===== src/sv/htsu_pkg.sv =====
// Shared constants, codes and types for the hyperplane translation score unit.
`default_nettype none

package htsu_pkg;

    // Default sizes, handed to the top level parameters.
    localparam int DIM_DEF     = 64;
    localparam int NUM_ENT_DEF = 4096;
    localparam int NUM_REL_DEF = 256;

    // Fixed field widths.
    localparam int OP_W      = 2;
    localparam int VAL_W     = 16;
    localparam int ENT_IN_W  = 12;
    localparam int REL_IN_W  = 8;
    localparam int ELEM_IN_W = 6;
    localparam int ENERGY_W  = 31;

    // Reciprocal shifts for index wrap: twice the input index width keeps
    // the multiply-by-reciprocal quotient exact for any divisor below 2^width.
    localparam int ENT_RSHIFT = 2 * ENT_IN_W;
    localparam int REL_RSHIFT = 2 * REL_IN_W;

    // Fixed point: products are Q.24, per-element terms Q.36, energy Q.12.
    localparam int FRAC_SHIFT = 24;
    localparam int ROUND_HALF = 1 << (FRAC_SHIFT - 1);

    typedef enum logic [OP_W-1:0] {
        OP_ENT_WR = 2'd0,
        OP_REL_WR = 2'd1,
        OP_NRM_WR = 2'd2,
        OP_SCORE  = 2'd3
    } t_op;

    typedef enum logic [3:0] {
        ST_IDLE,
        ST_RED1,
        ST_RED2,
        ST_ENT_WR,
        ST_RN_RD,
        ST_RN_WR,
        ST_DOT,
        ST_DOT_WAIT,
        ST_L1,
        ST_L1_WAIT
    } t_state;

    // Sequencer to datapath, aligned with the RAM read data.
    typedef struct packed {
        logic dot_vld;
        logic l1_vld;
        logic first;
        logic last;
    } t_dp_ctl;

    // Datapath back to sequencer.
    typedef struct packed {
        logic dot_done;
        logic l1_done;
    } t_dp_sts;

    // Index width for a count of n (at least one bit).
    function automatic int idx_w(input int n);
        return (n > 1) ? $clog2(n) : 1;
    endfunction

endpackage

`default_nettype wire


===== src/sv/htsu_dp.sv =====
// Score datapath: projected dot product pass, then per-element L1 pass.
`default_nettype none

module htsu_dp #(
    parameter int DIM = htsu_pkg::DIM_DEF
) (
    input  wire logic                                i_clk,
    input  wire logic                                i_rst_n,
    input  wire htsu_pkg::t_dp_ctl                   i_ctl,
    input  wire logic signed [htsu_pkg::VAL_W-1:0]   i_h,
    input  wire logic signed [htsu_pkg::VAL_W-1:0]   i_t,
    input  wire logic [2*htsu_pkg::VAL_W-1:0]        i_rn,
    output htsu_pkg::t_dp_sts                        o_sts,
    output logic                                     o_valid,
    output logic [htsu_pkg::ENERGY_W-1:0]            o_energy
);

    localparam int VW     = htsu_pkg::VAL_W;
    localparam int FS     = htsu_pkg::FRAC_SHIFT;
    localparam int EGW    = htsu_pkg::ENERGY_W;
    localparam int DIFF_W = VW + 1;
    localparam int PROD_W = DIFF_W + VW;
    localparam int DOT_W  = PROD_W + 1 + $clog2(DIM);
    localparam int DH_W   = DOT_W - FS;
    localparam int PHI_W  = DH_W + VW;
    localparam int PLO_W  = FS + 1 + VW;
    localparam int LIN_W  = VW + 2;
    localparam int X_W    = PHI_W + 1;
    localparam int D_W    = X_W + FS + 1;
    localparam int MAG_W  = D_W + 1 - FS;
    localparam int L1_RAW = MAG_W + $clog2(DIM) + 1;
    localparam int L1_W   = (L1_RAW > EGW + 1) ? L1_RAW : EGW + 1;

    logic signed [VW-1:0]     rel_c, w_c;
    logic signed [DIFF_W-1:0] diff_c;
    logic signed [DH_W-1:0]   dh_c;
    logic signed [FS:0]       dl_c;
    logic signed [LIN_W-1:0]  lin_c;
    logic signed [X_W-1:0]    x_c;
    logic signed [D_W-1:0]    d_c;
    logic [D_W:0]             rnd_c;
    logic [L1_W-1:0]          sum_c;

    // dot pass
    logic                     r_pv, r_pfirst, r_plast;
    logic signed [PROD_W-1:0] r_prod;
    logic signed [DOT_W-1:0]  r_dot;
    // L1 pass stages
    logic                     r_v1, r_f1, r_last1;
    logic signed [LIN_W-1:0]  r_lin;
    logic signed [PHI_W-1:0]  r_phi;
    logic signed [PLO_W-1:0]  r_plo;
    logic                     r_v2, r_f2, r_last2;
    logic signed [D_W-1:0]    r_d;
    logic                     r_v3, r_f3, r_last3;
    logic [MAG_W-1:0]         r_mag;
    logic [L1_W-1:0]          r_l1;
    logic                     r_valid;
    logic [EGW-1:0]           r_energy;

    assign rel_c  = $signed(i_rn[2*VW-1:VW]);
    assign w_c    = $signed(i_rn[VW-1:0]);
    assign diff_c = DIFF_W'(i_t) - DIFF_W'(i_h);

    // w.(t-h) split at the binary point so each product stays narrow
    assign dh_c   = $signed(r_dot[DOT_W-1:FS]);
    assign dl_c   = $signed({1'b0, r_dot[FS-1:0]});
    assign lin_c  = LIN_W'(i_t) - LIN_W'(i_h) - LIN_W'(rel_c);

    assign x_c    = X_W'(r_lin) - X_W'(r_phi);
    assign d_c    = (D_W'(x_c) <<< FS) - D_W'(r_plo);

    // |d| rounded half up: negative side uses ~d = |d|-1
    assign rnd_c  = r_d[D_W-1] ? ({1'b0, ~r_d} + (D_W + 1)'(htsu_pkg::ROUND_HALF + 1))
                               : ({1'b0, r_d} + (D_W + 1)'(htsu_pkg::ROUND_HALF));

    assign sum_c  = (r_f3 ? '0 : r_l1) + L1_W'(r_mag);

    always_ff @(posedge i_clk) begin
        if (!i_rst_n) begin
            r_pv    <= 1'b0;
            r_v1    <= 1'b0;
            r_v2    <= 1'b0;
            r_v3    <= 1'b0;
            r_valid <= 1'b0;
        end else begin
            r_pv    <= i_ctl.dot_vld;
            r_v1    <= i_ctl.l1_vld;
            r_v2    <= r_v1;
            r_v3    <= r_v2;
            r_valid <= r_v3 && r_last3;
        end
    end

    always_ff @(posedge i_clk) begin
        r_pfirst <= i_ctl.first;
        r_plast  <= i_ctl.last;
        r_prod   <= PROD_W'(diff_c) * PROD_W'(w_c);
        if (r_pv) begin
            r_dot <= (r_pfirst ? '0 : r_dot) + DOT_W'(r_prod);
        end

        r_f1    <= i_ctl.first;
        r_last1 <= i_ctl.last;
        r_lin   <= lin_c;
        r_phi   <= PHI_W'(dh_c) * PHI_W'(w_c);
        r_plo   <= PLO_W'(dl_c) * PLO_W'(w_c);

        r_f2    <= r_f1;
        r_last2 <= r_last1;
        r_d     <= d_c;

        r_f3    <= r_f2;
        r_last3 <= r_last2;
        r_mag   <= rnd_c[D_W:FS];

        if (r_v3) begin
            r_l1 <= sum_c;
        end
        if (r_v3 && r_last3) begin
            r_energy <= (|sum_c[L1_W-1:EGW]) ? {EGW{1'b1}} : sum_c[EGW-1:0];
        end
    end

    assign o_sts.dot_done = r_pv && r_plast;
    assign o_sts.l1_done  = r_v3 && r_last3;
    assign o_valid        = r_valid;
    assign o_energy       = r_energy;

endmodule

`default_nettype wire


===== config.mk =====
export PLATFORM = sky130hd
export DESIGN_NAME = htsu_dp
export DESIGN_NICKNAME = d
export VERILOG_FILES = /design/src/sv/htsu_pkg.sv /design/src/sv/htsu_dp.sv
export SDC_FILE = /design/constraint.sdc
export NUM_CORES = 2
export LEC_CHECK = 0
export BUFFER_PORTS_ARGS = -buffer_cell sky130_fd_sc_hd__buf_2
export CORE_MARGIN = 2
export CORE_UTILIZATION = 60
export CTS_BUF_LIST = sky130_fd_sc_hd__clkbuf_16
export DETAILED_ROUTE_END_ITERATION = 16
export GPL_TIMING_DRIVEN = 0
export PLACE_DENSITY = 0.77
export SLEW_MARGIN = 5
export SYNTH_ARGS = -nofsm -noshare
export SYNTH_HDL_FRONTEND = slang
export SYNTH_SLANG_ARGS = --single-unit

===== constraint.sdc =====
create_clock -name i_clk -period 21.4 [get_ports i_clk]
set_input_delay 1.07 -clock i_clk [delete_from_list [all_inputs] [get_ports i_clk]]
set_output_delay 1.07 -clock i_clk [all_outputs]
set_load 0.01 [all_outputs]

Word level (Yosys, flattened, before mapping)
Index checks and enable logic that the tools add are counted.
Operators by class
  reduce and logical (&&, ||, !) cells: 3
  add/sub/neg operators: 9
  bitwise gates (word level): 1
  muxes and demuxes: 3
  $mul: 3
Operators with widths (count)
  adder 58 x 24 -> 59 bit, second input constant: 2
  2-to-1 mux 59 bit: 1
  NOT 58 bit: 1
  subtractor 57 x 41 -> 58 bit: 1
  adder 42 x 35 -> 42 bit: 1
  2-to-1 mux 42 bit: 1
  multiplier 25 x 16 -> 41 bit: 1
  adder 40 bit: 1
  2-to-1 mux 40 bit: 1
  subtractor 16 x 16 -> 17 bit: 2
  multiplier 17 x 16 -> 33 bit: 1
  subtractor 18 x 32 -> 33 bit: 1
  multiplier 16 x 16 -> 32 bit: 1
  subtractor 17 x 16 -> 18 bit: 1
  OR reduction 11 bit: 1
  logical AND 1 bit: 2
Word-level totals
  output and inout bits: 34
  flip-flop bits (word level): 341
  input bits: 70
  word-level logic and storage cells: 39

Logic depth before layout (Yosys ltp)
  depth in word-level cells: 3
  gate-level depth with buffers: 38
  depth with buffers taken out: 37

Least setup slack after synthesis
No wires, ideal clock.
  path type: input to register
  start point: input port i_t[0] (netlist name)
  end point: register r_prod[32]
  arrival time: 8982 ps
  buffers on the path: 1
  required time: 21279 ps
  setup slack: 12297 ps
  cell stages on the path: 35
  library setup time: 121 ps
  cell sequence: inv_1 > ha_1 > fa_1 > nor2b_1 > o21ai_0 > a21boi_0 > o21ai_0 > a21boi_0 > o21ai_0 > a21oi_1 > nor3_1 > nor3_1 > a31oi_1 > clkbuf_1 > and2_1 > fa_1 > inv_1 > fa_1 > inv_1 > fa_1 > fa_1 > fa_1 > inv_1 > fa_1 > inv_1 > ha_1 > and3_1 > and4_1 > and3_1 > a311oi_1 > a41oi_1 > a2111oi_0 > o21a_1 > o21bai_1 > xnor2_1
On the way
  longest elaborated chain between the ends: 2
RTL lines
  start, declared: line htsu_dp.sv:11  | input wire logic signed [htsu_pkg::VAL_W-1:0] i_t,
  subtractor 16 x 16 -> 17 bit: line htsu_dp.sv:63  | assign diff_c = DIFF_W'(i_t) - DIFF_W'(i_h);
  multiplier 17 x 16 -> 33 bit: line htsu_dp.sv:98  | r_prod <= PROD_W'(diff_c) * PROD_W'(w_c);
  end signal, assigned: line htsu_dp.sv:98
  end, declared: line htsu_dp.sv:46  | logic signed [PROD_W-1:0] r_prod;
No other way between the ends.
A chain may end at the register's enable or synchronous reset.

Final worst setup path
Same ends and word-level chain as after synthesis.

==> metrics.txt <==
critical-path maximum fanout 10; CP most frequent cell fa_1; commonest cells in the netlist inv_1, fa_1, nand2_1, ha_1, and2_1; Clock Latency Late Sink 0.65 ns; Post-synth EDFFs 113; vias per cell 5.64; final RePlAce weighted congestion 1.01; die height 298 um; post-cts resize count 0; first-pass GRT wire length 226 mm; cts bufs inserted 41; grt ovf 0; hold depth 0; pin count of the biggest net entering global routing 38; ANT nets after route 0; CTS max path bufs 3; Layout area overhead 6.33%; number of global-route vias before repair 40935; max-slew violation count 0; CP startpoint kind input port; Synthesis Warnings 0; relative slew slack 4.71%; reg-to-reg slack, setup 13.37 ns; footprint of the multi-input gates 0.0391 mm2; slowest CP cell xnor2_1; post-synth top area cell fa_1; htree depth 2; All-Layer GR Usage 33.2%; ratio of cells with drive above 1 in the final layout 3.72%; per-cell routed wire length 20.5 um; Max-Cap Viols 0; final period utilization 50.3%; die area 0.0890 mm2; GRT Max-Usage Layer met2; GRT met2 Usage 51.5%; share of Yosys cell area claimed by the top area cell type 33.3%; CP Capture Type flip-flop; Peak Freq 92.9 MHz; predominant post-synthesis flop cell dfxtp_1; Final min period 10.77 ns; crit path from i_t[0]; syn_area_per_cell 9.12 um2; crit path kind input port to flip-flop; chip width 298 um; Setup Skew 0.0760 ns; DRC viols 0; Slew @ Worst Pin 1.43 ns; layout net count 7249; Setup Viol. Count Final 0; Mapped Nets 7111; top post-synthesis cells by area fa_1, ha_1, dfxtp_1; sequential cell area fraction in the yosys report 15.3%; Critical Path Sink r_prod[32]; max incr delay on CP 1.01 ns; met3 Usage GRT 9.82%; clk root buf clkbuf_16; Fin. Hold Viols 0; clk sinks 341; # IOs 104; Critical Path AT 11.29 ns; initial core utilization 60.7%; Async SR Flop Fraction 0%; initial DRC count 3034; core box area 0.0855 mm2; status finished clean; clk slew on worst S/H paths 0.06 ns; CP required 21.93 ns; global routing usage on met1 41.8%; R2R depth 25; initial antenna violation count 8; detailed placer's ending HPWL 118 mm; # fillers 7063; hold crit path type flip-flop to flip-flop; setup repair bufs after CTS 0; # rows 107; 1st-pass router iterations 8; storage element area 0.00796 mm2; mapped cell area 0.0520 mm2; RSZ-0062 raised after global routing no; Critical R2R Launch r_dot[35]; via count 39561; Gate Count Post-Synth 5697; Yosys cell types 85; Setup TNS 0 ns; TritonCTS clock tree built; CTS hold repair buffers 0; Detailed Route WL 144 mm; worst flop-to-flop path endpoint r_phi[28]; #FFs+latches synth 341; IO Port Bufs 91; most frequent cell after synthesis inv_1
==> flip-flops by register name, indices dropped and copies added, names as in the netlist, 18 cells and up <==
register,count
r_d,58
r_l1,42
r_plo,41
r_dot,40
r_mag,35
r_prod,33
r_phi,32
o_energy,31
r_lin,18
==> critical path: cells and delay by family <==
family	cells	cell delay, ns
XOR/XNOR	2	1.14
buffers and inverters	6	0.94
AND/OR/NAND/NOR	6	1.28
adder cells (fa/ha/maj)	9	3.76
AO/OA/AOI/OAI	12	3.05
==> worst min path at each step <==
stage | start | end | slack, ns
2_1_floorplan | r_f2 | r_f3 | 0.31
3_3_place_gp | r_last2 | r_last3 | 0.31
3_5_place_dp | r_last2 | r_last3 | 0.32
4_1_cts | r_f2 | r_f3 | 0.34
5_1_grt | r_f2 | r_f3 | 0.35
6_report | r_last2 | r_last3 | 0.34
==> final cells by class <==
cell class	instances	area share (%)
diodes	7	0.0317
multi-input cells	4050	70.8
clock inverters	34	0.458
plain buffers	187	1.30
inverters	1119	7.60
clock buffers	41	1.86
repair buffers	95	0.931
flip-flops and latches	341	14.4
well taps	1144	2.59
==> per-layer routing <==
layer / up-vias / wire length [um]
met5: - / 43
met4: 6 / 9310
met3: 455 / 15900
met2: 1742 / 62900
met1: 19259 / 55500
li1: 18099 / -
==> stage by stage <==
stage | std cells | setup WS (ns) | hold WS, ns | cell area [um2] | utilization, %
2_1_floorplan | 5697 | 12.30 | 0.310 | 52000 | -
3_3_place_gp | 6932 | 9.72 | 0.313 | 53800 | 62.9
3_5_place_dp | 6936 | 9.96 | 0.319 | 53900 | 63.0
4_1_cts | 7011 | 10.54 | 0.341 | 55200 | 64.5
5_1_grt | 7015 | 9.96 | 0.348 | 55200 | 64.6
6_report | 7018 | 10.63 | 0.345 | 55200 | 64.6
==> kinds of logic (layout without fill, tap and decap cells) <==
family	after synthesis	after routing	synth area share, %
XOR/XNOR	308	308	5.19
adder cells (fa/ha/maj)	1344	1344	44.9
AND/OR/NAND/NOR	1689	1689	16.4
AO/OA/AOI/OAI	704	704	8.72
other	1	8	0.00722
multiplexers	4	4	0.0795
flip-flops	341	341	15.3
buffers and inverters	1306	1476	9.46
==> cell usage in the layout, fill, tap and decap left out, drive strengths merged, types with 11 or more instances in the layout <==
| master | count |
|---|---|
| clkinv | 21 |
| nor3 | 58 |
| a31oi | 21 |
| dfxtp | 228 |
| inv | 1127 |
| o21a | 44 |
| nand4 | 24 |
| or3 | 24 |
| o21ai | 138 |
| o31ai | 14 |
| xor2 | 90 |
| clkbuf | 221 |
| o211ai | 11 |
| nor4 | 21 |
| and2 | 374 |
| ha | 480 |
| o21bai | 28 |
| or4 | 13 |
| a21o | 108 |
| xnor2 | 218 |
| nand2 | 596 |
| a21oi | 219 |
| nand3b | 12 |
| and4 | 11 |
| and3 | 28 |
| nand2b | 99 |
| nand3 | 55 |
| fa | 864 |
| a211oi | 18 |
| nor2b | 114 |
| nor2 | 233 |
| buf | 102 |
| edfxtp | 113 |
Power is left out: the tool's default activity adds up to more than one toggle a clock period on the data nets, which glitch-free logic cannot reach.
