## config.mk

```make
export PLATFORM = sky130hd
export DESIGN_NAME = htsu_ram
export DESIGN_NICKNAME = d
export VERILOG_FILES = /design/src/sv/htsu_pkg.sv /design/src/sv/htsu_ram.sv
export SDC_FILE = /design/constraint.sdc
export NUM_CORES = 1
export LEC_CHECK = 0
export ABC_AREA = 0
export BUFFER_PORTS_ARGS = -buffer_cell sky130_fd_sc_hd__buf_2
export CAP_MARGIN = 20
export CORE_MARGIN = 4
export CORE_UTILIZATION = 40
export DETAILED_ROUTE_END_ITERATION = 16
export GPL_TIMING_DRIVEN = 0
export PLACE_DENSITY = 0.65
export SLEW_MARGIN = 20
export SYNTH_ARGS = -nofsm -noshare
export SYNTH_HDL_FRONTEND = slang
export SYNTH_SLANG_ARGS = --single-unit
```

## constraint.sdc

```tcl
create_clock -name i_clk -period 1.5 [get_ports i_clk]
set_input_delay 0.15 -clock i_clk [delete_from_list [all_inputs] [get_ports i_clk]]
set_output_delay 0.15 -clock i_clk [all_outputs]
set_load 0.02 [all_outputs]
```

## src/sv/htsu_pkg.sv

```systemverilog
// Shared constants, codes and types for the hyperplane translation score unit.
`default_nettype none

package htsu_pkg;

    // Default sizes, handed to the top level parameters.
    localparam int DIM_DEF     = 64;
    localparam int NUM_ENT_DEF = 4096;
    localparam int NUM_REL_DEF = 256;

    // Fixed field widths.
    localparam int OP_W      = 2;
    localparam int VAL_W     = 16;
    localparam int ENT_IN_W  = 12;
    localparam int REL_IN_W  = 8;
    localparam int ELEM_IN_W = 6;
    localparam int ENERGY_W  = 31;

    // Reciprocal shifts for index wrap: twice the input index width keeps
    // the multiply-by-reciprocal quotient exact for any divisor below 2^width.
    localparam int ENT_RSHIFT = 2 * ENT_IN_W;
    localparam int REL_RSHIFT = 2 * REL_IN_W;

    // Fixed point: products are Q.24, per-element terms Q.36, energy Q.12.
    localparam int FRAC_SHIFT = 24;
    localparam int ROUND_HALF = 1 << (FRAC_SHIFT - 1);

    typedef enum logic [OP_W-1:0] {
        OP_ENT_WR = 2'd0,
        OP_REL_WR = 2'd1,
        OP_NRM_WR = 2'd2,
        OP_SCORE  = 2'd3
    } t_op;

    typedef enum logic [3:0] {
        ST_IDLE,
        ST_RED1,
        ST_RED2,
        ST_ENT_WR,
        ST_RN_RD,
        ST_RN_WR,
        ST_DOT,
        ST_DOT_WAIT,
        ST_L1,
        ST_L1_WAIT
    } t_state;

    // Sequencer to datapath, aligned with the RAM read data.
    typedef struct packed {
        logic dot_vld;
        logic l1_vld;
        logic first;
        logic last;
    } t_dp_ctl;

    // Datapath back to sequencer.
    typedef struct packed {
        logic dot_done;
        logic l1_done;
    } t_dp_sts;

    // Index width for a count of n (at least one bit).
    function automatic int idx_w(input int n);
        return (n > 1) ? $clog2(n) : 1;
    endfunction

endpackage

`default_nettype wire

```

## src/sv/htsu_ram.sv

```systemverilog
// Generic synchronous RAM: one write port, one or two registered read ports.
`default_nettype none

module htsu_ram #(
    parameter int W        = htsu_pkg::VAL_W,
    parameter int DEPTH    = 2,
    parameter int RD_PORTS = 1
) (
    input  wire logic                                i_clk,
    input  wire logic                                i_we,
    input  wire logic [htsu_pkg::idx_w(DEPTH)-1:0]   i_waddr,
    input  wire logic [W-1:0]                        i_wdata,
    input  wire logic [htsu_pkg::idx_w(DEPTH)-1:0]   i_raddr_a,
    output logic      [W-1:0]                        o_rdata_a,
    input  wire logic [htsu_pkg::idx_w(DEPTH)-1:0]   i_raddr_b,
    output logic      [W-1:0]                        o_rdata_b
);

    logic [W-1:0] r_mem [DEPTH];
    logic [W-1:0] r_rdata_a;

    always_ff @(posedge i_clk) begin
        if (i_we) begin
            r_mem[i_waddr] <= i_wdata;
        end
        r_rdata_a <= r_mem[i_raddr_a];
    end

    assign o_rdata_a = r_rdata_a;

    generate
        if (RD_PORTS > 1) begin : g_rd_b
            logic [W-1:0] r_rdata_b;
            always_ff @(posedge i_clk) begin
                r_rdata_b <= r_mem[i_raddr_b];
            end
            assign o_rdata_b = r_rdata_b;
        end else begin : g_no_rd_b
            assign o_rdata_b = '0;
        end
    endgenerate

endmodule

`default_nettype wire

```

# ---- Yosys cells after proc, flatten, opt, wreduce, memory -nomap -nowiden
# Memories as Yosys holds them, arrays and structs flattened. A register that Yosys moved wholly into a read port is not among the register bits.
# Cells that the tools add are included.
dict set report totals {
  elab_cells 3
  ff_bits 0
  memories 1
  ram_bits 32
  mem_bits_ro 0
  in_bits 21
  latch_bits 0
  output_inout_bits 32
}
dict set report classes {
  magnitude_cmp 0
  bitwise 0
  multipliers 0
  n_reduce_logical 0
  shift 0
  n_mux 2
  eq_ne 0
  add_sub_neg 0
  n_div 0
}
# memory depth word_bits read_ports rd_clocked_by_memory_dff write_ports line_no
set mem_list {}
lappend mem_list {r_mem 2 16 1 1 1 htsu_ram.sv:19} ;# logic [W-1:0] r_mem [DEPTH];
# operator count
set ops {}
lappend ops {{1-bit two-way mux} 2}

# ---- Longest topological paths before layout
# Gate-level depths: netlist (run 1).
dict set report logic_depth {
  depth_word 2
  depth_mapped 3
  depth_no_buf 1
}

# ---- Worst setup path before layout (run 1)
# Ideal clock, no wire load.
dict set report synth_timing {
  path_type {in2reg}
  from {input i_we}
  to {memory r_mem[0][0] in the netlist's numbering (enable)}
  n_path_buf 0
  t_required_ns 1.110
  setup_slack_ns 0.195
  arrival_time_ns 0.914
  setup_ns 0.390
  stages 1
  path_cell_list {nor2b_1}
}
dict set report synth_between {
  elab_chain_len 2
}
# item line_no
set synth_rtl {}
lappend synth_rtl {{start, declared} htsu_ram.sv:10} ;# input wire logic i_we,
lappend synth_rtl {{1-bit two-way mux} htsu_ram.sv:23} ;# if (i_we) begin
lappend synth_rtl {{1-bit two-way mux (not written as such)} htsu_ram.sv:24} ;# r_mem[i_waddr] <= i_wdata;
lappend synth_rtl {{end, declared} htsu_ram.sv:19}
# Every way passes these cells.

# ---- Worst setup path in the final report (run 1)
dict set report layout_timing {
  from {input i_waddr}
  to {memory r_mem[0][5] in the netlist's numbering (enable)}
}
# item line_no
set layout_rtl {}
lappend layout_rtl {{start, declared} htsu_ram.sv:11} ;# input wire logic [htsu_pkg::idx_w(DEPTH)-1:0] i_waddr,
# Straight into the memory's write port.

==> results of run 1 <==
path summary, 6_finish.rpt:
kind                           from               endpoint  slack [ns]  depth (start not counted)
max                         i_waddr  r_mem[0][5]$_DFFE_PP_        0.50                          2
min reg2reg  r_mem[1][10]$_DFFE_PP_  o_rdata_a[10]$_DFF_P_        0.47                          1
max reg2reg   r_mem[0][6]$_DFFE_PP_   o_rdata_a[6]$_DFF_P_        0.75                          1
min                      i_wdata[2]  r_mem[1][2]$_DFFE_PP_        0.04                          1
per-layer routing:
metal / vias up / share of wire / track usage
met3: 5 / 0.11 / 0.0457
met4: 0 / 0.017 / 0.0553
met5: - / 0 / 0
li1: 382 / - / -
met2: 39 / 0.53 / 0.160
met1: 357 / 0.33 / 0.0853
metrics by stage:
stage | hold WS [ns] | TNS, ns | utilization | std cells
4_1_cts | 0.0312 | 0 | 0.512 | 192
2_1_floorplan | 0.249 | 0 | - | 100
5_1_grt | 0.0171 | 0 | 0.512 | 192
6_report | 0.0428 | 0 | 0.512 | 192
3_5_place_dp | 0.345 | 0 | 0.486 | 184
3_3_place_gp | 0.337 | -3.39 | 0.485 | 184
sequential cells by signal, indices dropped and copies added, names as in the netlist:
signal     count
o_rdata_a     16
r_mem         32
final cells by class:
cell class / instances / share of cell area
Timing Repair Buffer: 34 / 0.0824
Clock buffer: 5 / 0.0333
Clock inverter: 3 / 0.0182
Tap cell: 50 / 0.0303
Multi-Input combinational cell: 34 / 0.142
Buffer: 18 / 0.0733
Sequential cell: 48 / 0.621
power by group:
part / total (mW) / internal (mW) / switching (mW) / leakage (nW)
clock: 0.878 / 0.485 / 0.393 / 0.0532
sequential: 1.54 / 1.51 / 0.0217 / 0.435
combinational: 0.284 / 0.129 / 0.155 / 0.400
total: 2.70 / 2.13 / 0.569 / 0.888
kinds of logic after synthesis:
family / count (synthesis) / synth area share
flip-flops: 48 / 0.769
buffers and inverters: 18 / 0.0908
multiplexers: 16 / 0.131
AND/OR/NAND/NOR: 2 / 0.00751
other: 1 / 0.00225
cells in the final DEF, fill, tap and decap left out, drive strengths merged:
cell / Yosys / final
clkinv: 0 / 2
nor2b: 1 / 1
dfxtp: 16 / 16
buf: 18 / 52
and2: 1 / 1
bufinv: 0 / 1
mux2: 16 / 16
conb: 1 / 16
clkbuf: 0 / 5
edfxtp: 32 / 32
==> flow_summary.ini, run 1 <==
[layout]
fin_area_um2 = 2060
fillers = 341
synthToLayoutAreaGrowth_pct = 23.9
drive_gt1_frac = 0.528
layout.nets = 162
register_area_um2 = 1280
multi_input_area_um2 = 293
n_antenna_cell = 0

[timing]
setup_viol = 0
worst_slack_ns = 0.498
fmax_ghz = 0.998
min_period_ns = 1.00
report.final.slew_viol_count = 0
rsz0062_at_grt = no
relSlewSlack = 0.428
hold_viol_final = 0
finalCritPeriodShare = 0.668
fin_worst_skew_ns = 0.00301
tightest_slew_ns = 0.854

[routing]
drc = 0
avgViaCountPerCell = 4.08
totalWireLength_um = 2290
firstDrtPassIters = 2
vias = 783
wl_per_cell_um = 11.9
first_iter_violations = 25
ant_nets = 0

[clock_tree]
clockBufferDepth = 2
cts_buffers = 5
cts_tree = yes
h-tree-depth = 2
post_cts_resized = 0
root_buffer = clkbuf_8
postCtsSetupBuffers = 0
cts_sinks = 48
cts.clk_slew.worst_paths_ns = 0.08
ctsHoldBuffers = 0
clkLatencyLatePin_ns = 0.29

[place]
place_area_um2 = 1960
dp_slack_ns = 0.181
place_congestion = 0.623
hpwl_um = 1660
place.port_buffers = 34

[synth]
syn_avg_cell_area_um2 = 19.6
synthArstFlopShare = 0
synth_common_cells = edfxtp_1, buf_4, dfxtp_1, mux2_4, mux2_2
syn_area_um2 = 1670
synth_top_area_cell = edfxtp_1
synth_most_common_cell = edfxtp_1
yosys.area.top_type_share = 0.577
synth.yosys.seq_area_share = 0.769
syn_inst = 85
synthFlopType = edfxtp_1
synth_area_leaders = edfxtp_1, dfxtp_1, mux2_4
synth_edf_count = 32
yosys_warnings = 0
ys_ff_latch = 48
yosysUniqueCellTypes = 10

[die]
io_pins = 53
dieArea_um2 = 5260
initial_core_util = 0.414
core_um2 = 4030
placementRows = 23
die_h_um = 72.6
die_x_um = 72.6

[outcome]
status = finished, final reports clean

[critical_path]
timing.critical_path.from_type = input pin
cp.required_ns = 1.43
path_class = input pin to flop
crit_buf_inv = 1
arrival_ns = 0.93
path_delay_family = simple AND/OR/NAND/NOR gates
cp_cell_sequence = buf_2 > nor2b_2
max_stage_delay_ns = 0.67
crit_fanout = 16
end_kind = flop
crit_path_top_delay_cell = nor2b_2

[run]
maxCapViolations = 0

[grt]
grt_pass1_vias = 766
grt_first_pass_wirelength_um = 3410
grt_usage = 0.0921
antenna_found_initial = 0
grt_start_max_net_pins = 17
gr-total-overflow = 0

[power_and_ir_drop]
cellLeakagePower_nw = 0.888
p_total_mw = 2.70
ir_drop_mv = 0.722
power_density_nw_per_um2 = 1310

[hold_path]
hp-class = input pin to flop
Power figures use the tool's default switching activity.
==> run 2, diff against run 1 <==
--- a/config.mk
+++ b/config.mk
@@ -12,7 +12,7 @@
 export CORE_UTILIZATION = 40
 export DETAILED_ROUTE_END_ITERATION = 16
 export GPL_TIMING_DRIVEN = 0
-export PLACE_DENSITY = 0.65
+export PLACE_DENSITY = 0.68
 export SLEW_MARGIN = 20
 export SYNTH_ARGS = -nofsm -noshare
 export SYNTH_HDL_FRONTEND = slang
==> constraint.sdc (replaced) <==
create_clock -name i_clk -period 0.8 [get_ports i_clk]
set_input_delay 0.08 -clock i_clk [delete_from_list [all_inputs] [get_ports i_clk]]
set_output_delay 0.08 -clock i_clk [all_outputs]
set_load 0.02 [all_outputs]
==> flow_summary.ini, run 2 (synthesized netlist as in run 1, its figures left out) <==
[outcome]
status = finished with violations
violations = setup timing

[layout]
synthToLayoutAreaGrowth_pct = 40.1
layout.nets = 178
n_antenna_cell = 0
most-common-layout-cells = edfxtp_1, buf_2, buf_6
layout_commonest_cell = edfxtp_1
drive_gt1_frac = 0.582
regMostFlops = r_mem
largest_reg_flops = 32

[place]
dp_slack_ns = -0.198
hpwl_um = 1700
place_congestion = 0.612
place.port_buffers = 34

[routing]
avgViaCountPerCell = 4.01
wl_met3_um = 200
vias = 835
ant_nets = 0
first_iter_violations = 17
wl_met1_um = 894
firstDrtPassIters = 2
totalWireLength_um = 2520
top_layer_used = met4
wl_per_cell_um = 12.1
drc = 0
dr_wl_met2_um = 1370

[clock_tree]
cts_buffers = 5
clockBufferDepth = 2
postCtsSetupBuffers = 0
cts_sinks = 48
cts.clk_slew.worst_paths_ns = 0.08
clkLatencyLatePin_ns = 0.29
h-tree-depth = 2
root_buffer = clkbuf_8
cts_tree = yes

[critical_path]
path_depth = 1
arrival_ns = 0.74
crit_buf_inv = 1
end_kind = primary output
crit_fanout = 1
cp_cell_sequence = buf_6
cp.required_ns = 0.72
reg2reg_to = o_rdata_a[9]$_DFF_P_
path_delay_family = flip-flops
crit_path_top_delay_cell = dfxtp_2
timing.critical_path.from_type = flop
rr_worst_depth = 1
max_stage_delay_ns = 0.32
cp-endpoint = o_rdata_a[7]
startpoint = o_rdata_a[7]$_DFF_P_
r2r_start = r_mem[1][9]$_DFFE_PP_
r2r_slack_ns = 0.04
path_class = flop to primary output

[grt]
grt_usage = 0.107
grt_start_max_net_pins = 17
grt_pass1_vias = 895
antenna_found_initial = 0
gr-total-overflow = 0
grt_first_pass_wirelength_um = 4060

[timing]
fin_worst_skew_ns = 0.00509
setup_viol = 16
tns_ns = -0.207
rsz0062_at_grt = yes
report.final.slew_viol_count = 0
fmax_ghz = 1.22
finalCritPeriodShare = 1.02
fin_worst_hold_slack_ns = 0.0758
hold_viol_final = 0
min_period_ns = 0.819
worst_slack_ns = -0.0194

[power_and_ir_drop]
ir_drop_mv = 1.08
cellLeakagePower_nw = 0.986
power_density_nw_per_um2 = 2150

[die]
die_x_um = 72.6
die_h_um = 72.6
dieArea_um2 = 5260
placementRows = 23
core_um2 = 4030
initial_core_util = 0.414
io_pins = 53

[hold_path]
hp-class = input pin to flop

[run]
maxCapViolations = 0
-- run 2: changes by cell type in the layout (fill, tap and decap cells not counted), sizes merged --
cell         change
bufinv           -1
clkbuf           +3
clkinv           -2
dlygate4sd3     +16
-- run 2: report_power, final --
group          switching, mW  internal, mW
registers             0.0617          2.86
clock network          0.714         0.705
logic                  0.301         0.380
total                   1.08          3.94
-- run 2: worst min path at each step --
stage | startpoint | cells after the start | endpoint | slack [ns]
5_1_grt | i_raddr_a | 2 | o_rdata_a[15]$_DFF_P_ | 0.07
3_3_place_gp | i_wdata[0] | 1 | r_mem[0][0]$_DFFE_PP_ | 0.27
4_1_cts | i_raddr_a | 2 | o_rdata_a[15]$_DFF_P_ | 0.07
2_1_floorplan | i_wdata[0] | 0 | r_mem[0][0]$_DFFE_PP_ | 0.18
3_5_place_dp | i_wdata[4] | 1 | r_mem[0][4]$_DFFE_PP_ | 0.27
6_report | i_raddr_a | 2 | o_rdata_a[15]$_DFF_P_ | 0.08
-- run 2: area by class of cell --
type / instances / area [µm²]
fill: 320 / 1690
multi-input combinational: 34 / 299
clock buffer: 8 / 90.1
timing repair buffer: 50 / 430
sequential: 48 / 1300
buffer: 18 / 151
tap: 50 / 62.6
-- run 2: routing by layer --
| layer | vias up | global-route usage |
|---|---|---|
| li1 | 415 | - |
| met1 | 380 | 0.106 |
| met2 | 33 | 0.191 |
| met3 | 7 | 0.0429 |
| met4 | 0 | 0.0553 |
| met5 | - | 0 |
-- run 2: what timing repair did --
action,CTS,global route
setup endpoints to repair,16,16
resized for setup,48,0
endpoints found under the hold margin,32,0
hold buffers,16,0
-- run 2: metrics by stage --
stage / area (µm²) / cells / util / power (mW)
after floorplan: 1730 / 100 / - / 3.31
after global placement: 1960 / 184 / 0.488 / 3.46
final: 2330 / 208 / 0.580 / 5.02
after detailed placement: 1960 / 184 / 0.488 / 3.48
after global routing: 2330 / 208 / 0.580 / 5.25
after CTS: 2330 / 208 / 0.580 / 5.08
