### src/sv/htsu_pkg.sv
// Shared constants, codes and types for the hyperplane translation score unit.
`default_nettype none

package htsu_pkg;

    // Default sizes, handed to the top level parameters.
    localparam int DIM_DEF     = 64;
    localparam int NUM_ENT_DEF = 4096;
    localparam int NUM_REL_DEF = 256;

    // Fixed field widths.
    localparam int OP_W      = 2;
    localparam int VAL_W     = 16;
    localparam int ENT_IN_W  = 12;
    localparam int REL_IN_W  = 8;
    localparam int ELEM_IN_W = 6;
    localparam int ENERGY_W  = 31;

    // Reciprocal shifts for index wrap: twice the input index width keeps
    // the multiply-by-reciprocal quotient exact for any divisor below 2^width.
    localparam int ENT_RSHIFT = 2 * ENT_IN_W;
    localparam int REL_RSHIFT = 2 * REL_IN_W;

    // Fixed point: products are Q.24, per-element terms Q.36, energy Q.12.
    localparam int FRAC_SHIFT = 24;
    localparam int ROUND_HALF = 1 << (FRAC_SHIFT - 1);

    typedef enum logic [OP_W-1:0] {
        OP_ENT_WR = 2'd0,
        OP_REL_WR = 2'd1,
        OP_NRM_WR = 2'd2,
        OP_SCORE  = 2'd3
    } t_op;

    typedef enum logic [3:0] {
        ST_IDLE,
        ST_RED1,
        ST_RED2,
        ST_ENT_WR,
        ST_RN_RD,
        ST_RN_WR,
        ST_DOT,
        ST_DOT_WAIT,
        ST_L1,
        ST_L1_WAIT
    } t_state;

    // Sequencer to datapath, aligned with the RAM read data.
    typedef struct packed {
        logic dot_vld;
        logic l1_vld;
        logic first;
        logic last;
    } t_dp_ctl;

    // Datapath back to sequencer.
    typedef struct packed {
        logic dot_done;
        logic l1_done;
    } t_dp_sts;

    // Index width for a count of n (at least one bit).
    function automatic int idx_w(input int n);
        return (n > 1) ? $clog2(n) : 1;
    endfunction

endpackage

`default_nettype wire

### src/sv/htsu_ctrl.sv
// Sequencer: word capture, index wrap, table writes and score read walks.
`default_nettype none

module htsu_ctrl #(
    parameter int DIM           = htsu_pkg::DIM_DEF,
    parameter int NUM_ENTITIES  = htsu_pkg::NUM_ENT_DEF,
    parameter int NUM_RELATIONS = htsu_pkg::NUM_REL_DEF
) (
    input  wire logic                              i_clk,
    input  wire logic                              i_rst_n,
    input  wire logic                              i_start,
    output logic                                   o_busy,
    input  wire logic [htsu_pkg::OP_W-1:0]         i_op,
    input  wire logic [htsu_pkg::ENT_IN_W-1:0]     i_head,
    input  wire logic [htsu_pkg::ENT_IN_W-1:0]     i_tail,
    input  wire logic [htsu_pkg::REL_IN_W-1:0]     i_rel,
    input  wire logic [htsu_pkg::ELEM_IN_W-1:0]    i_elem,
    input  wire logic [htsu_pkg::VAL_W-1:0]        i_val,
    output logic                                   o_ent_we,
    output logic [htsu_pkg::idx_w(NUM_ENTITIES)+htsu_pkg::idx_w(DIM)-1:0]  o_ent_waddr,
    output logic [htsu_pkg::VAL_W-1:0]             o_ent_wdata,
    output logic [htsu_pkg::idx_w(NUM_ENTITIES)+htsu_pkg::idx_w(DIM)-1:0]  o_ent_raddr_a,
    output logic [htsu_pkg::idx_w(NUM_ENTITIES)+htsu_pkg::idx_w(DIM)-1:0]  o_ent_raddr_b,
    output logic                                   o_rn_we,
    output logic [htsu_pkg::idx_w(NUM_RELATIONS)+htsu_pkg::idx_w(DIM)-1:0] o_rn_waddr,
    output logic [2*htsu_pkg::VAL_W-1:0]           o_rn_wdata,
    output logic [htsu_pkg::idx_w(NUM_RELATIONS)+htsu_pkg::idx_w(DIM)-1:0] o_rn_raddr,
    input  wire logic [2*htsu_pkg::VAL_W-1:0]      i_rn_rdata,
    output htsu_pkg::t_dp_ctl                      o_dp_ctl,
    input  wire htsu_pkg::t_dp_sts                 i_dp_sts
);

    localparam int VW  = htsu_pkg::VAL_W;
    localparam int EIW = htsu_pkg::ENT_IN_W;
    localparam int RIW = htsu_pkg::REL_IN_W;
    localparam int DW  = htsu_pkg::idx_w(DIM);
    localparam int EW  = htsu_pkg::idx_w(NUM_ENTITIES);
    localparam int RW  = htsu_pkg::idx_w(NUM_RELATIONS);
    localparam int ES  = htsu_pkg::ENT_RSHIFT;
    localparam int RS  = htsu_pkg::REL_RSHIFT;
    localparam int EPW = EIW + ES + 1;
    localparam int RPW = RIW + RS + 1;

    // Wrap needed only when the count is below the index range.
    localparam bit ENT_WRAP = (NUM_ENTITIES < (1 << EIW));
    localparam bit REL_WRAP = (NUM_RELATIONS < (1 << RIW));
    localparam logic [ES:0] ENT_RECIP = (ES + 1)'(((1 << ES) + NUM_ENTITIES - 1) / NUM_ENTITIES);
    localparam logic [RS:0] REL_RECIP = (RS + 1)'(((1 << RS) + NUM_RELATIONS - 1) / NUM_RELATIONS);

    htsu_pkg::t_state  r_state, n_state;
    logic [DW-1:0]     r_elem, n_elem;
    htsu_pkg::t_dp_ctl r_ctl, n_ctl;

    htsu_pkg::t_op     r_op;
    logic [EIW-1:0]    r_head, r_tail, r_qh, r_qt;
    logic [RIW-1:0]    r_rel, r_qr;
    logic [htsu_pkg::ELEM_IN_W-1:0] r_ei;
    logic [VW-1:0]     r_val;
    logic [EW-1:0]     r_hidx, r_tidx;
    logic [RW-1:0]     r_ridx;

    logic [EPW-1:0]    prod_h, prod_t, rem_h, rem_t;
    logic [RPW-1:0]    prod_r, rem_r;
    logic [DW-1:0]     ei_dw;
    logic              elem_ok, elem_first, elem_last;

    // Quotient by reciprocal multiply, then remainder by multiply-subtract.
    assign prod_h = EPW'(r_head) * EPW'(ENT_RECIP);
    assign prod_t = EPW'(r_tail) * EPW'(ENT_RECIP);
    assign prod_r = RPW'(r_rel) * RPW'(REL_RECIP);
    assign rem_h  = EPW'(r_head) - EPW'(r_qh) * EPW'(NUM_ENTITIES);
    assign rem_t  = EPW'(r_tail) - EPW'(r_qt) * EPW'(NUM_ENTITIES);
    assign rem_r  = RPW'(r_rel) - RPW'(r_qr) * RPW'(NUM_RELATIONS);

    assign ei_dw      = DW'(r_ei);
    assign elem_ok    = (32'(r_ei) < DIM);
    assign elem_first = (r_elem == '0);
    assign elem_last  = (r_elem == DW'(DIM - 1));

    always_ff @(posedge i_clk) begin
        if (!i_rst_n) begin
            r_state <= htsu_pkg::ST_IDLE;
            r_elem  <= '0;
            r_ctl   <= '0;
        end else begin
            r_state <= n_state;
            r_elem  <= n_elem;
            r_ctl   <= n_ctl;
        end
    end

    always_ff @(posedge i_clk) begin
        if (i_start && !o_busy) begin
            r_op   <= htsu_pkg::t_op'(i_op);
            r_head <= i_head;
            r_tail <= i_tail;
            r_rel  <= i_rel;
            r_ei   <= i_elem;
            r_val  <= i_val;
        end
        if (r_state == htsu_pkg::ST_RED1) begin
            r_qh <= prod_h[ES +: EIW];
            r_qt <= prod_t[ES +: EIW];
            r_qr <= prod_r[RS +: RIW];
        end
        if (r_state == htsu_pkg::ST_RED2) begin
            r_hidx <= ENT_WRAP ? EW'(rem_h[EIW-1:0]) : EW'(r_head);
            r_tidx <= ENT_WRAP ? EW'(rem_t[EIW-1:0]) : EW'(r_tail);
            r_ridx <= REL_WRAP ? RW'(rem_r[RIW-1:0]) : RW'(r_rel);
        end
    end

    always_comb begin
        n_state    = r_state;
        n_elem     = r_elem;
        n_ctl      = '0;
        o_ent_we   = 1'b0;
        o_rn_we    = 1'b0;
        o_rn_raddr = {r_ridx, r_elem};
        case (r_state)
            htsu_pkg::ST_IDLE: begin
                if (i_start) begin
                    n_state = htsu_pkg::ST_RED1;
                end
            end
            htsu_pkg::ST_RED1: begin
                n_state = htsu_pkg::ST_RED2;
            end
            htsu_pkg::ST_RED2: begin
                n_elem = '0;
                case (r_op)
                    htsu_pkg::OP_ENT_WR: begin
                        n_state = elem_ok ? htsu_pkg::ST_ENT_WR : htsu_pkg::ST_IDLE;
                    end
                    htsu_pkg::OP_REL_WR, htsu_pkg::OP_NRM_WR: begin
                        n_state = elem_ok ? htsu_pkg::ST_RN_RD : htsu_pkg::ST_IDLE;
                    end
                    htsu_pkg::OP_SCORE: begin
                        n_state = htsu_pkg::ST_DOT;
                    end
                    default: begin
                        n_state = htsu_pkg::ST_IDLE;
                    end
                endcase
            end
            htsu_pkg::ST_ENT_WR: begin
                o_ent_we = 1'b1;
                n_state  = htsu_pkg::ST_IDLE;
            end
            htsu_pkg::ST_RN_RD: begin
                // fetch the shared word; the other half is kept on write-back
                o_rn_raddr = {r_ridx, ei_dw};
                n_state    = htsu_pkg::ST_RN_WR;
            end
            htsu_pkg::ST_RN_WR: begin
                o_rn_we = 1'b1;
                n_state = htsu_pkg::ST_IDLE;
            end
            htsu_pkg::ST_DOT: begin
                n_ctl.dot_vld = 1'b1;
                n_ctl.first   = elem_first;
                n_ctl.last    = elem_last;
                if (elem_last) begin
                    n_elem  = '0;
                    n_state = htsu_pkg::ST_DOT_WAIT;
                end else begin
                    n_elem = r_elem + 1'b1;
                end
            end
            htsu_pkg::ST_DOT_WAIT: begin
                if (i_dp_sts.dot_done) begin
                    n_state = htsu_pkg::ST_L1;
                end
            end
            htsu_pkg::ST_L1: begin
                n_ctl.l1_vld = 1'b1;
                n_ctl.first  = elem_first;
                n_ctl.last   = elem_last;
                if (elem_last) begin
                    n_elem  = '0;
                    n_state = htsu_pkg::ST_L1_WAIT;
                end else begin
                    n_elem = r_elem + 1'b1;
                end
            end
            htsu_pkg::ST_L1_WAIT: begin
                if (i_dp_sts.l1_done) begin
                    n_state = htsu_pkg::ST_IDLE;
                end
            end
            default: begin
                n_state = htsu_pkg::ST_IDLE;
            end
        endcase
    end

    assign o_busy        = (r_state != htsu_pkg::ST_IDLE);
    assign o_ent_waddr   = {r_hidx, ei_dw};
    assign o_ent_wdata   = r_val;
    assign o_ent_raddr_a = {r_hidx, r_elem};
    assign o_ent_raddr_b = {r_tidx, r_elem};
    assign o_rn_waddr    = {r_ridx, ei_dw};
    // word layout: relation element high, normal element low
    assign o_rn_wdata    = (r_op == htsu_pkg::OP_REL_WR) ? {r_val, i_rn_rdata[VW-1:0]}
                                                         : {i_rn_rdata[2*VW-1:VW], r_val};
    assign o_dp_ctl      = r_ctl;

endmodule

`default_nettype wire

### config.mk
export PLATFORM = sky130hd
export DESIGN_NAME = htsu_ctrl
export DESIGN_NICKNAME = d
export VERILOG_FILES = /design/src/sv/htsu_pkg.sv /design/src/sv/htsu_ctrl.sv
export SDC_FILE = /design/constraint.sdc
export NUM_CORES = 1
export LEC_CHECK = 0
export ABC_AREA = 1
export BUFFER_PORTS_ARGS = -buffer_cell sky130_fd_sc_hd__buf_2
export CORE_MARGIN = 2
export CORE_UTILIZATION = 45
export DETAILED_ROUTE_END_ITERATION = 6
export GPL_TIMING_DRIVEN = 0
export HOLD_SLACK_MARGIN = 0.05
export PLACE_DENSITY = 0.81
export SLEW_MARGIN = 0
export SYNTH_ARGS = -nofsm -noshare
export SYNTH_HDL_FRONTEND = slang
export SYNTH_SLANG_ARGS = --single-unit
### constraint.sdc
create_clock -name i_clk -period 4.1 [get_ports i_clk]
set_input_delay 0.615 -clock i_clk [delete_from_list [all_inputs] [get_ports i_clk]]
set_output_delay 0.615 -clock i_clk [all_outputs]
set_load 0.05 [all_outputs]
## Word level (Yosys, flattened, before mapping)

Index checks and enable logic that the tools add are counted.
W data, S select, Z words.

| word-level totals | value |
|---|---|
| flip-flop bits (word level) | 102 |
| bits of input ports | 93 |
| output and inout bits | 137 |
| word-level logic and storage cells | 60 |

| cells by class | value |
|---|---|
| $add $sub $neg | 1 |
| equality and inequality tests | 18 |
| multiplexer cells | 15 |
| reductions and logical operators | 11 |

Operators with widths:

| cell | count |
|---|---|
| $mux W32 | 1 |
| $pmux W4 S8 | 1 |
| $mux W4 | 5 |
| $eq A4 B3 Y1 const B | 4 |
| $mux W6 | 2 |
| $pmux W4 S3 | 1 |
| $pmux W6 S2 | 1 |
| $ne A2 B2 Y1 const B | 5 |
| $eq A4 B2 Y1 const B | 2 |
| $eq A4 B4 Y1 const B | 2 |
| $add A6 B1 Y6 const B | 1 |
| $eq A6 B6 Y1 const B | 1 |
| $logic_not A6 Y1 | 1 |
| $reduce_and A5 Y1 | 1 |
| $eq A2 B2 Y1 const B | 2 |
| $eq A4 B1 Y1 const B | 1 |
| $logic_not A4 Y1 | 1 |
| $mux W1 | 4 |
| $reduce_bool A4 Y1 | 1 |
| $reduce_or A2 Y1 | 2 |
| $eq A2 B1 Y1 const B | 1 |
| $logic_not A2 Y1 | 1 |
| $reduce_and A2 Y1 | 1 |
| $reduce_bool A2 Y1 | 1 |
| other kinds (2) | 2 |

## Depth between registers and ports, before layout

Gate-level depths: netlist (run 1).

| depth | value |
|---|---|
| depth in word-level cells | 4 |
| depth in mapped cells | 9 |
| mapped depth without buffers | 9 |

## Least setup slack after synthesis (run 1)

Ideal clock, no wire load.

| timing path | value |
|---|---|
| path kind | register to register |
| start | reg r_state[0] |
| end | reg r_ei (netlist bit ei_dw[0]), enable pin |
| setup time | 470 ps |
| arrival time | 3423 ps |
| required time | 3630 ps |
| setup slack | 207 ps |
| cell stages (with the launch flop) | 4 |
| buffers on the path | 0 |
| clock period less this slack | 3893 ps |
| cells stage by stage | dfxtp_1 nor2_2 nand2_1 nor2_1 |

| between the ends | value |
|---|---|
| word-level cells in the longest chain between the ends | 3 |

RTL lines:

| element | RTL line | text |
|---|---|---|
| start: declaration | htsu_ctrl.sv:50 | `htsu_pkg::t_state r_state, n_state;` |
| start signal: assignment | htsu_ctrl.sv:82 | `r_state <= htsu_pkg::ST_IDLE;` |
| start signal: assignment | htsu_ctrl.sv:86 | `r_state <= n_state;` |
| $reduce_bool A4 Y1 | htsu_ctrl.sv:197 | `assign o_busy = (r_state != htsu_pkg::ST_IDLE);` |
| via o_busy | htsu_ctrl.sv:12 | `output logic o_busy,` |
| $logic_not A1 Y1 | htsu_ctrl.sv:93 | `if (i_start && !o_busy) begin` |
| $logic_and A1 B1 Y1 | htsu_ctrl.sv:93 |  |
| end signal: assignment | htsu_ctrl.sv:98 | `r_ei <= i_elem;` |
| end: declaration | htsu_ctrl.sv:57 | `logic [htsu_pkg::ELEM_IN_W-1:0] r_ei;` |

The timed path passes the listed nets, and every way through them passes these cells.
A chain may end at the register's enable or synchronous reset.

## Worst setup path after layout (run 1)

| timing path | value |
|---|---|
| start | reg r_op[1] |
| end | out o_rn_wdata[24] (netlist bit) |

| between the ends | value |
|---|---|
| word-level cells in the longest chain between the ends | 2 |

RTL lines:

| element | RTL line | text |
|---|---|---|
| start: declaration | htsu_ctrl.sv:54 | `htsu_pkg::t_op r_op;` |
| start signal: assignment | htsu_ctrl.sv:94 | `r_op <= htsu_pkg::t_op'(i_op);` |
| $eq A2 B1 Y1 | htsu_ctrl.sv:204 | `assign o_rn_wdata = (r_op == htsu_pkg::OP_REL_WR) ? {r_val, i_rn_rdata[VW-1:0]}` |
| $mux W32 | htsu_ctrl.sv:204 |  |
| end: declaration | htsu_ctrl.sv:26 | `output logic [2*htsu_pkg::VAL_W-1:0] o_rn_wdata,` |

Every way passes these cells.

==> flow_summary.yaml, run 1 <==
clock_network:
  cts.clk_slew.worst_paths_ns: 0.10
  hold_buffers: 0
  clockBufferDepth: 2
  numCtsBuffers: 9
  cts.sink_count: 102
  tritoncts: "done"
  clock_latency_ns: 0.35
  cts_setup_buffers: 0
  cts-root-buf: "clkbuf_8"
  cts-htree-levels: 3
  postCtsResizedCells: 0
setup_path:
  setup.worst_path.end_class: "output port"
  critPathLaunchType: "register"
  cp.arrival_ns: 2.16
  cp_max_fo: 10
  rrSetupSlack_ns: 2.04
  reg2reg_from: "r_state[1]$_SDFFE_PN0P_"
  worstPathRequired_ns: 3.48
  endpoint: "o_rn_wdata[24]"
  rr_endpoint: "r_tail[10]$_DFFE_PP_"
  reg2reg_depth: 4
  crit_start: "r_op[1]$_DFFE_PP_"
  crit_type: "register to output port"
cells_and_area:
  antenna_cells: 0
  fillCellCount: 718
  layout_commonest_cell: "buf_2"
  multi_input_area_um2: 864.6
  area_delta_synth_final_pct: 36.00
  final_cell_mix: "buf_2 (231), edfxtp_1 (88), nand2_1 (45)"
  drive_gt1_frac: 0.5017
  nets: 691
  seq_area_um2: 2923
  utilization: 0.6260
routing:
  drt_pass1_iterations: 4
  drt_first_iter_violations: 90
  vias_per_cell: 4.678
  wl_per_cell_um: 14.04
  dr_total_vias: 3317
  drcViolationCount: 0
  ant_nets: 0
  wl_mm: 9.955
sta:
  hold_violations: 0
  clock_skew_ns: 0.01449
  min_period_ns: 2.778
  finalSetupViolations: 0
  hold_slack_ns: 0.4221
  rsz0062_at_grt: "no"
  slew_headroom: 0.3800
  max_freq_ghz: 0.3600
  worst_slew_pin_slew_ns: 0.9278
  drv_slew: 0
  fin_crit_sh: 0.6775
  tns_ns: 0
min_path:
  hold_path_class: "register to register"
  whs_path_depth: 0
yosys:
  yosysWarningCount: 0
  synth-seq-cells: 102
  avgSynthCellArea_um2: 11.90
  synth_area_um2: 4213
  ys_seq_area_frac: 0.6938
  synthDistinctLibCells: 27
  synthCells: 354
  syn_nets: 451
floorplanning:
  dieArea_um2: 10150
  ios: 230
  num_rows: 35
  die_height_um: 100.8
  die_x_um: 100.8
  initial_utilization: 0.4603
  core_area_um2: 9153
place:
  port_buffers: 228
  dp_hpwl_mm: 7.691
  globalplace.congestion: 0.9128
global_route:
  grt_pass1_wl_mm: 14.48
  grt_overflow_total: 0
  grt_max_degree: 34
  grtUsageTotal: 0.1844
  first_global_vias: 3125
  antenna_found_initial: 1
power:
  seq_power_share: 0.370
  p_per_area_nw_per_um2: 721.2
  p_int_mw: 2.156
  pwr-share-clk: 0.155
  p_comb_frac: 0.475
  p_sw_mw: 1.976
  ir_worst_vdd_mv: 0.3230
  switching_share: 0.4781
  p_leak_nw: 2.704
run:
  max_cap_violations: 0
run_status:
  outcome: "complete, no violations"
[final cells by class]
| class | instances | share of cell area |
|---|---|---|
| repair buffers | 229 | 0.2027 |
| clock buffers | 9 | 0.02162 |
| inverters | 42 | 0.02839 |
| clock inverters | 6 | 0.01354 |
| plain buffers | 41 | 0.04848 |
| multi-input cells | 169 | 0.1509 |
| flip-flops and latches | 102 | 0.5102 |
| well taps | 111 | 0.02424 |
[per-layer routing]
metal  vias to the layer above  part of all wire  track usage
li1                       1626                 -            -
met1                      1518              0.39       0.2059
met2                       157              0.52       0.3410
met3                        14             0.072      0.04230
met4                         2             0.013      0.06744
met5                         -            0.0013            0
[Yosys cell counts, drive strengths merged]
cell    instances  share of area
a21oi          26          0.032
buf            38          0.063
clkbuf          3         0.0027
dfxtp          14          0.067
edfxtp         88           0.63
ha              4          0.012
inv            42          0.039
mux2            1         0.0027
nand2          50          0.054
nand3          14          0.020
nand4           2         0.0030
nor2           48          0.049
nor3            3         0.0036
o21a            1         0.0018
o21ai          20          0.024
[worst min-delay path by stage]
stage / from / to
2_1_floorplan: r_head[0]$_DFFE_PP_ / r_hidx[0]$_DFFE_PP_
3_3_place_gp: r_head[1]$_DFFE_PP_ / r_hidx[1]$_DFFE_PP_
3_5_place_dp: r_head[7]$_DFFE_PP_ / r_hidx[7]$_DFFE_PP_
4_1_cts: i_val[12] / o_ent_wdata[12]$_DFFE_PP_
5_1_grt: i_op[1] / r_op[1]$_DFFE_PP_
6_report: r_tail[10]$_DFFE_PP_ / r_tidx[10]$_DFFE_PP_
[registers in the layout (all words and copies together), names as in the netlist]
| signal | flops |
|---|---|
| o_ent_wdata | 16 |
| r_head | 12 |
| r_hidx | 12 |
| r_tail | 12 |
| r_tidx | 12 |
| r_rel | 8 |
| r_ridx | 8 |
| ei_dw | 6 |
| r_elem | 6 |
| o_dp_ctl | 4 |
| r_state | 4 |
| r_op | 2 |
[cell families (layout without fill, tap and decap cells)]
| logic type | Yosys count | count (layout) | share of synthesized area |
|---|---|---|---|
| DFF | 102 | 102 | 0.6938 |
| and+or+nand+nor | 117 | 117 | 0.1298 |
| adders and majority gates | 4 | 4 | 0.01188 |
| muxes | 1 | 1 | 0.002673 |
| buffers and inverters | 83 | 327 | 0.1045 |
| AOI/OAI and AO/OA | 47 | 47 | 0.05732 |
[power by group through the flow]
stage / clock network, mW / registers, mW / logic, mW
after floorplan: 0 / 1.91 / 1.15
after global placement: 0 / 1.57 / 1.90
after detailed placement: 0 / 1.55 / 1.97
after CTS: 0.661 / 1.53 / 1.97
after global routing: 0.698 / 1.55 / 2.08
final: 0.642 / 1.53 / 1.96
[stage by stage]
stage / instance area (um^2) / std cells / total power, mW / setup slack (ns)
6_report: 5729 / 709 / 4.132 / 1.322
5_1_grt: 5729 / 709 / 4.326 / 1.165
4_1_cts: 5729 / 709 / 4.161 / 1.294
3_5_place_dp: 5528 / 694 / 3.520 / 1.714
3_3_place_gp: 5493 / 693 / 3.474 / -0.4717
2_1_floorplan: 4213 / 354 / 3.052 / 0.2068
[worst max-delay path, cell delays in order (launching register included)]
cell	delay [ns]
edfxtp_1	0.38
inv_1	0.08
ha_1	0.13
buf_2	0.19
buf_1	0.44
nor2_1	0.12
a21oi_1	0.18
buf_2	0.29
Note: power is estimated with default switching activity, not from simulation.
==> run 2: changes to the inputs <==
--- a/config.mk
+++ b/config.mk
@@ -8,11 +8,11 @@
 export ABC_AREA = 1
 export BUFFER_PORTS_ARGS = -buffer_cell sky130_fd_sc_hd__buf_2
 export CORE_MARGIN = 2
-export CORE_UTILIZATION = 45
+export CORE_UTILIZATION = 40
 export DETAILED_ROUTE_END_ITERATION = 6
 export GPL_TIMING_DRIVEN = 0
 export HOLD_SLACK_MARGIN = 0.05
-export PLACE_DENSITY = 0.81
+export PLACE_DENSITY = 0.76
 export SLEW_MARGIN = 0
 export SYNTH_ARGS = -nofsm -noshare
 export SYNTH_HDL_FRONTEND = slang
==> constraint.sdc (replaced) <==
create_clock -name i_clk -period 2.3 [get_ports i_clk]
set_input_delay 0.345 -clock i_clk [delete_from_list [all_inputs] [get_ports i_clk]]
set_output_delay 0.345 -clock i_clk [all_outputs]
set_load 0.05 [all_outputs]
==> run 2 against run 1 <==
  * Largest power group unchanged
  * Via count grew 3.4%
  * Cell area rose by 2.1%
  * Critical path type unchanged
  * Routed wire length rose by 5.2%
  * Non-clock buffer count did not move
  * Largest cell class unchanged
==> flow_summary.yaml, run 2 (same netlist as run 1, synthesis figures left out) <==
clock_network:
  hold_buffers: 0
  cts-htree-levels: 3
  cts.clk_slew.worst_paths_ns: 0.11
  clock_latency_ns: 0.36
  cts_setup_buffers: 0
  clockBufferDepth: 2
  cts-root-buf: "clkbuf_8"
  tritoncts: "done"
  cts.sink_count: 102
  numCtsBuffers: 9
routing:
  wl_mm: 10.48
  drt_first_iter_violations: 146
  dr_total_vias: 3430
  drt_pass1_iterations: 5
  vias_per_cell: 4.660
  wl_per_cell_um: 14.24
  drcViolationCount: 0
  ant_nets: 0
floorplanning:
  core_area_um2: 10280
  initial_utilization: 0.4099
  ios: 230
  die_height_um: 106.6
  dieArea_um2: 11370
  num_rows: 37
  die_x_um: 106.6
cells_and_area:
  drive_gt1_frac: 0.5159
  nets: 691
  fillCellCount: 882
  layout_commonest_cell: "buf_2"
  final_cell_mix: "buf_2 (213), edfxtp_1 (88), nand2_1 (44)"
  largest_reg_flops: 16
  area_delta_synth_final_pct: 38.82
power:
  seq_power_share: 0.368
  p_leak_nw: 2.748
  pwr-share-clk: 0.151
  p_per_area_nw_per_um2: 1274
  p_comb_frac: 0.481
  switching_share: 0.4851
  total_power_mw: 7.450
  p_int_mw: 3.836
  p_sw_mw: 3.614
  ir_worst_vdd_mv: 0.6509
global_route:
  grt_overflow_total: 0
  antenna_found_initial: 2
  grt_max_degree: 34
  grtUsageTotal: 0.1748
  first_global_vias: 3230
  grt_pass1_wl_mm: 15.52
sta:
  tns_ns: 0
  min_period_ns: 2.212
  finalSetupViolations: 0
  max_freq_ghz: 0.4521
  fin_crit_sh: 0.9617
  hold_slack_ns: 0.1459
  hold_violations: 0
  worst_slew_pin_slew_ns: 0.9079
  slew_headroom: 0.3933
  clock_skew_ns: 0.009102
  drv_slew: 0
setup_path:
  critPathLaunchType: "register"
  setup.worst_path.end_class: "output port"
  worstPathRequired_ns: 1.96
  crit_type: "register to output port"
  cp.arrival_ns: 1.87
  cp_max_fo: 10
run_status:
  outcome: "complete, no violations"
place:
  globalplace.congestion: 0.9618
  port_buffers: 228
  dp_hpwl_mm: 7.994
run:
  max_cap_violations: 0
min_path:
  hold_path_class: "input port to register"
## run 2: cell count changes in the layout (fill, tap and decap cells not counted), sizes merged
cell | before | now
clkbuf | 12 | 23
clkinv | 1 | 3
bufinv | 1 | 0
buf | 267 | 256
clkinvlp | 1 | 0
diode | 0 | 1
inv | 45 | 46
## run 2: per-stage QoR
step	cell area, um^2	std cells	util	setup WS, ns
floorplan	4225	354	-	-0.05258
global placement	5537	718	0.5387	-0.08418
detailed placement	5562	719	0.5411	0.2051
CTS	5776	735	0.5620	0.0007656
global route	5846	735	0.5688	-0.0008300
finish	5848	736	0.5690	0.08799
## run 2: power by group through the flow
stage / logic (mW) / registers (mW) / clock network, mW
final: 3.58 / 2.74 / 1.12
after global routing: 3.79 / 2.78 / 1.23
after CTS: 3.53 / 2.73 / 1.16
after detailed placement: 3.52 / 2.78 / 0
after global placement: 3.42 / 2.76 / 0
after floorplan: 2.07 / 3.37 / 0
## run 2: layer usage
| metal | part of all wire | GRT usage | vias to the layer above |
|---|---|---|---|
| met2 | 0.50 | 0.3021 | 171 |
| met4 | 0.028 | 0.06122 | 2 |
| met3 | 0.083 | 0.04742 | 32 |
| li1 | - | - | 1630 |
| met1 | 0.39 | 0.2104 | 1595 |
| met5 | 0.00086 | 0 | - |
## run 2: timing repair
item | in CTS | in global routing
gates resized for setup | 5 | 40
endpoints found under the setup margin | 28 | 33
hold endpoints to repair | 0 | 0
## run 2: worst paths after layout
kind / endpoint / start / slack, ns / depth (start not counted)
worst min register to register: r_hidx[1]$_DFFE_PP_ / r_head[1]$_DFFE_PP_ / 0.42 / 0
worst max-delay path: o_rn_wdata[12] / r_op[0]$_DFFE_PP_ / 0.09 / 5
worst max register to register: ei_dw[5]$_DFFE_PP_ / r_state[3]$_SDFFE_PN0P_ / 0.24 / 4
worst min-delay path: ei_dw[2]$_DFFE_PP_ / i_elem[2] / 0.15 / 1
## run 2: final cells by class
type,instances,area [um^2],area share
antenna,1,2.502,0.0004279
buffer,41,297.8,0.05092
clock buffer,9,123.9,0.02118
clock inverter,7,83.83,0.01433
inverter,42,162.7,0.02781
multi-input combinational,169,877.1,0.1500
sequential,102,2924,0.5000
tap,136,170.2,0.02910
timing repair buffer,229,1206,0.2062
## run 2: critical path: stages (launching register included)
cell and delay (ns):
edfxtp_1 0.40, ha_1 0.20, buf_2 0.18, clkbuf_4 0.21, o21ai_0 0.27, buf_4 0.25
